`src/rtl/rfsc_pkg.sv`:
```
// Package for the free-space ray counter: map geometry, request codes,
// queue entry and result types. Used by every file under rtl but rfsc_ram.
package rfsc_pkg;

  localparam int MAP_COLS = 256;
  localparam int MAP_ROWS = 256;
  localparam int COL_W = $clog2(MAP_COLS);
  localparam int ROW_W = $clog2(MAP_ROWS);
  localparam int ADDR_W = COL_W + ROW_W;
  localparam int DEPTH = MAP_COLS * MAP_ROWS;
  // ray coordinates: 8-bit origin plus 10-bit signed offset, plus step room
  localparam int CRD_W = 13;
  localparam int ERR_W = 14;
  localparam logic [15:0] COUNT_MAX = 16'hFFFF;
  localparam logic [16:0] WORK_MAX = 17'h1FFFF;
  localparam int QDEPTH = 2;

  typedef enum logic [2:0] {
    REQ_LOAD_OBS = 3'd0,
    REQ_LOAD_CNT = 3'd1,
    REQ_TRACE    = 3'd2,
    REQ_COMMIT   = 3'd3,
    REQ_READ     = 3'd4
  } req_t;

  typedef enum logic [1:0] {
    REG_ORIGIN_COL = 2'd0,
    REG_ORIGIN_ROW = 2'd1,
    REG_OBS_CODE   = 2'd2
  } reg_idx_t;

  typedef enum logic [3:0] {
    ST_IDLE, ST_READ_WAIT, ST_TR_CHECK, ST_TR_STEP, ST_TR_OBS, ST_TR_MARK,
    ST_CM_RD, ST_CM_WAIT, ST_CM_WR, ST_CLR, ST_DONE
  } be_state_t;

  // classified item handed from front to back
  typedef struct packed {
    logic [2:0] kind;
    logic on_map;
    logic [ADDR_W-1:0] addr;
    logic [15:0] data;
    logic signed [CRD_W-1:0] sc;
    logic signed [CRD_W-1:0] sr;
    logic signed [CRD_W-1:0] ec;
    logic signed [CRD_W-1:0] er;
  } item_t;

  typedef struct packed {
    logic [15:0] read_data;
    logic hit;
    logic [7:0] hit_col;
    logic [7:0] hit_row;
    logic [16:0] work;
  } res_t;

  function automatic logic crd_on_map(logic signed [CRD_W-1:0] c,
                                      logic signed [CRD_W-1:0] r);
    return c >= 0 && c < MAP_COLS && r >= 0 && r < MAP_ROWS;
  endfunction

  function automatic logic [ADDR_W-1:0] crd_addr(logic signed [CRD_W-1:0] c,
                                                 logic signed [CRD_W-1:0] r);
    return {r[ROW_W-1:0], c[COL_W-1:0]};
  endfunction

endpackage

```
`src/rtl/rfsc_out.sv`:
```
// Output skid register: holds one finished result beat so the back end
// can continue. Uses rfsc_pkg.
module rfsc_out (
  input  logic           clk,
  input  logic           rst,
  input  logic           res_valid,
  output logic           res_ready,
  input  rfsc_pkg::res_t res,
  output logic           out_valid,
  input  logic           out_ready,
  output rfsc_pkg::res_t out_res
);
  assign res_ready = !out_valid || out_ready;

  always_ff @(posedge clk) begin
    if (res_valid && res_ready) out_res <= res;
    if (rst) out_valid <= 1'b0;
    else if (res_ready) out_valid <= res_valid;
  end
endmodule

```
`config.mk`:
```
export PLATFORM = sky130hd
export DESIGN_NAME = rfsc_out
export DESIGN_NICKNAME = d
export VERILOG_FILES = /design/src/rtl/rfsc_pkg.sv /design/src/rtl/rfsc_out.sv
export SDC_FILE = /design/constraint.sdc
export NUM_CORES = 1
export LEC_CHECK = 0
export BUFFER_PORTS_ARGS = -buffer_cell sky130_fd_sc_hd__buf_4
export CAP_MARGIN = 20
export CORE_MARGIN = 2
export CORE_UTILIZATION = 42
export CTS_BUF_LIST = sky130_fd_sc_hd__clkbuf_4
export DETAILED_ROUTE_END_ITERATION = 7
export MAX_ROUTING_LAYER = met4
export PLACE_DENSITY = 0.88
export SLEW_MARGIN = 25
export SYNTH_ARGS = -nofsm -noshare
export SYNTH_HDL_FRONTEND = slang
export SYNTH_SLANG_ARGS = --single-unit
```
`constraint.sdc`:
```
create_clock -name clk -period 1.5 [get_ports clk]
set_clock_uncertainty 0.2 [all_clocks]
set_input_delay 0.15 -clock clk [delete_from_list [all_inputs] [get_ports clk]]
set_output_delay 0.15 -clock clk [all_outputs]
set_load 0.03 [all_outputs]
```
Yosys cells after proc, flatten, opt, wreduce, memory -nomap -nowiden
Index checks and enable logic that the tools add are counted.
{ "word_totals": {"ff_bits": 51, "wordCells": 9, "out_inout_bits": 52} }
{ "op_classes": {"n_reduce_logical": 3} }
{ "ops": {"columns": ["operator", "count"], "rows": [
  ["$logic_and A1 B1 Y1", 1],
  ["$logic_not A1 Y1", 1],
  ["$logic_or A1 B1 Y1", 1]
]} }

Logic depth before layout (Yosys ltp)
{ "logic_depth": {"word_depth": 3, "ltp_mapped": 2, "mapped_depth_nobuf": 2} }

Worst setup path after synthesis
OpenSTA, ideal clock, no wires.
{ "synth_path": {"kind": "reg-to-reg", "start": "register out_valid", "end": "register out_res[0] (netlist bit) (enable)", "synth_period_minus_slack_ps": 1646, "n_path_buf": 0, "t_arrival_ps": 1076, "stages_incl_launch_ff": 3, "slack_ps": -146, "path_cell_list": "dfxtp_1 > nand2b_4 > and2_4"} }
{ "synth_between": {"elab_chain_len": 3} }
{ "synth_rtl": {"columns": ["element", "line_no", "rtl"], "rows": [
  ["start, declared", "rfsc_out.sv:9", "output logic out_valid,"],
  ["start signal, assigned", "rfsc_out.sv:18", "else if (res_ready) out_valid <= res_valid;"],
  ["$logic_not A1 Y1", "rfsc_out.sv:13", "assign res_ready = !out_valid || out_ready;"],
  ["$logic_or A1 B1 Y1", "rfsc_out.sv:13", null],
  ["via res_ready", "rfsc_out.sv:7", "output logic res_ready,"],
  ["$logic_and A1 B1 Y1", "rfsc_out.sv:16", "if (res_valid && res_ready) out_res <= res;"],
  ["end signal, assigned", "rfsc_out.sv:16", null],
  ["end, declared", "rfsc_out.sv:11", "output rfsc_pkg::res_t out_res"]
]} }
The timed path passes the listed nets, and every way through them passes these cells.
A chain may end at the register's enable or synchronous reset.

Worst setup path in the final report
{ "layout_path": {"start": "input rst", "end": "register out_valid"} }
{ "layout_rtl": {"columns": ["element", "line_no", "rtl"], "rows": [
  ["start, declared", "rfsc_out.sv:5", "input logic rst,"]
]} }
No word-level cell between the ends.

==> flow_summary.ini <==
[run_status]
outcome = finished clean

[drt]
wl_mm = 4.70
drt_iter0_drc = 52
viasPerCell = 4.44
vias = 1198
route.detailed.drc = 0
antenna_left = 0
route.detailed.wl_per_inst_um = 17.4
dr.pass1.iters = 4

[grt]
antenna_found_initial = 0
grt_overflow = 0
grt_max_degree = 22
grt.total_usage_pct = 24.7
grt_pass1_wl_mm = 6.84
grt_pass1_vias = 1245

[worst_setup_path]
arrival_ns = 1.46
endpoint_kind = flop
worst-setup-path-type = input pin to flop
critical_path_peak_fanout = 1
critPathLaunchType = input pin
cp.required_ns = 1.60

[synthesis]
ys_warn_count = 0
ys_seq_elements = 51
postSynthAreaPerCell_um2 = 28.3
syn_nets = 109
synth_area_mm2 = 0.00156
ys_types = 6
yosysSeqAreaShare_pct = 97.7
synth_cells = 55

[pwr]
pwr_density_cell_mw_per_mm2 = 983
ir_drop_uv = 1100
p_total_mw = 3.01
p_leak_nw = 1.30

[placed_design]
gp_congestion = 0.622
port_buffers = 105

[floorplanning]
die_h_um = 64.9
start_util_pct = 43.2
ioPinCount = 106
die_x_um = 64.9
row_count = 22
die-area_mm2 = 0.00421
coreArea_mm2 = 0.00361

[hold_path]
hold_class = input pin to flop

[timing]
layout_min_cycle_time_ns = 1.36
clock.fmax_ghz = 0.735
hold_viol = 0
rsz0062_at_grt = false
slew_violations = 0
relSlewSlack_pct = 91.2
finalCritPeriodShare_pct = 90.7
worst_pin_slew_ns = 0.132
setup_viol_count_final = 0

[cells_and_area]
fill_cells = 159
final_common_cell = buf_4
areaGrowthSynthToFinish_pct = 96.9
seqCellArea_mm2 = 0.00153
post-route-util_pct = 85.0
layout_common_cells = buf_4, dlygate4sd3_1, edfxtp_1, clkbuf_4, buf_12
n_antenna_cell = 0
final_nets = 276
final_layout_size_suffix_gt1_share_pct = 53.6
multi_input_area_um2 = 31.3

[run]
maxCapViolCount = 0

[clock_tree]
cts_made_buffers = 5
h-tree-depth = 2
cts_tree = yes
root_buffer = clkbuf_4
clk-insertion-delay-late_ns = 0.35
ctsResizeCount = 0
clkSinkCount = 51
path_clk_slew_ns = 0.13
clk_path_buf_depth = 2
## report_power, final
group / internal (mW) / switching, mW / leakage, nW
clock network: 0.342 / 0.393 / 0.0373
logic: 0.296 / 0.287 / 0.769
registers: 1.66 / 0.0320 / 0.493
total: 2.30 / 0.711 / 1.30
## registers in the layout, indices dropped and copies added, names as in the netlist
name / flops
out_res: 50
out_valid: 1
## cell families (layout without fill, tap and decap cells)
kind of cell / after synthesis / in the layout / share of synthesized area [%]
flip-flops: 51 / 51 / 97.7
buffers and inverters: 1 / 168 / 0.241
AND/OR/NAND/NOR: 2 / 2 / 1.45
AO/OA/AOI/OAI: 1 / 1 / 0.563
## worst max-delay path, stage by stage
cell and delay, ns:
dlygate4sd3_1 0.54, buf_4 0.14, a21oi_2 0.08, dlygate4sd3_1 0.54
## cells in the mapped netlist
library cell	n	area, µm²
edfxtp_1	50	1500
and2_4	1	8.76
inv_1	1	3.75
a21oi_2	1	8.76
nand2b_4	1	13.8
dfxtp_1	1	20.0
## through the flow
| step | TNS, ns | cells | hold WS, ns | instance area [µm²] | setup slack [ns] |
|---|---|---|---|---|---|
| after floorplan | -2.78 | 55 | 0.00327 | 1560 | -0.0556 |
| after global placement | 0 | 211 | 0.101 | 2470 | 0.238 |
| after detailed placement | 0 | 211 | 0.102 | 2470 | 0.229 |
| after CTS | 0 | 270 | 0.130 | 3060 | 0.141 |
| after global routing | 0 | 270 | 0.130 | 3060 | 0.0930 |
| final | 0 | 270 | 0.145 | 3060 | 0.139 |
## area by class of cell
cell class,instances,share of cell area (%)
Clock inverter,2,1.22
Timing Repair Buffer,160,44.7
Clock buffer,5,1.22
Tap cell,48,1.96
Inverter,1,0.122
Multi-Input combinational cell,3,1.02
Sequential cell,51,49.8
## worst paths after layout
check / slack, ns / cells after the start / startpoint / endpoint
worst max-delay path: 0.14 / 4 / rst / out_valid
worst min-delay path: 0.15 / 3 / res_valid / out_res[28]
worst max register to register: 0.15 / 3 / out_valid / out_valid
worst min register to register: 0.70 / 3 / out_valid / out_res[28]
## per-layer routing
layer	wire length (µm)	part of all wire, %	track usage (%)
met5	0	0	-
met4	44	0.94	8.24
met3	389	8.3	7.64
met2	2500	53	41.6
met1	1770	38	28.0
## repair_timing
item                      CTS  global route
hold endpoints to repair   51             0
setup buffers               0             0
hold buffers               52             0
Power figures use the tool's default switching activity.
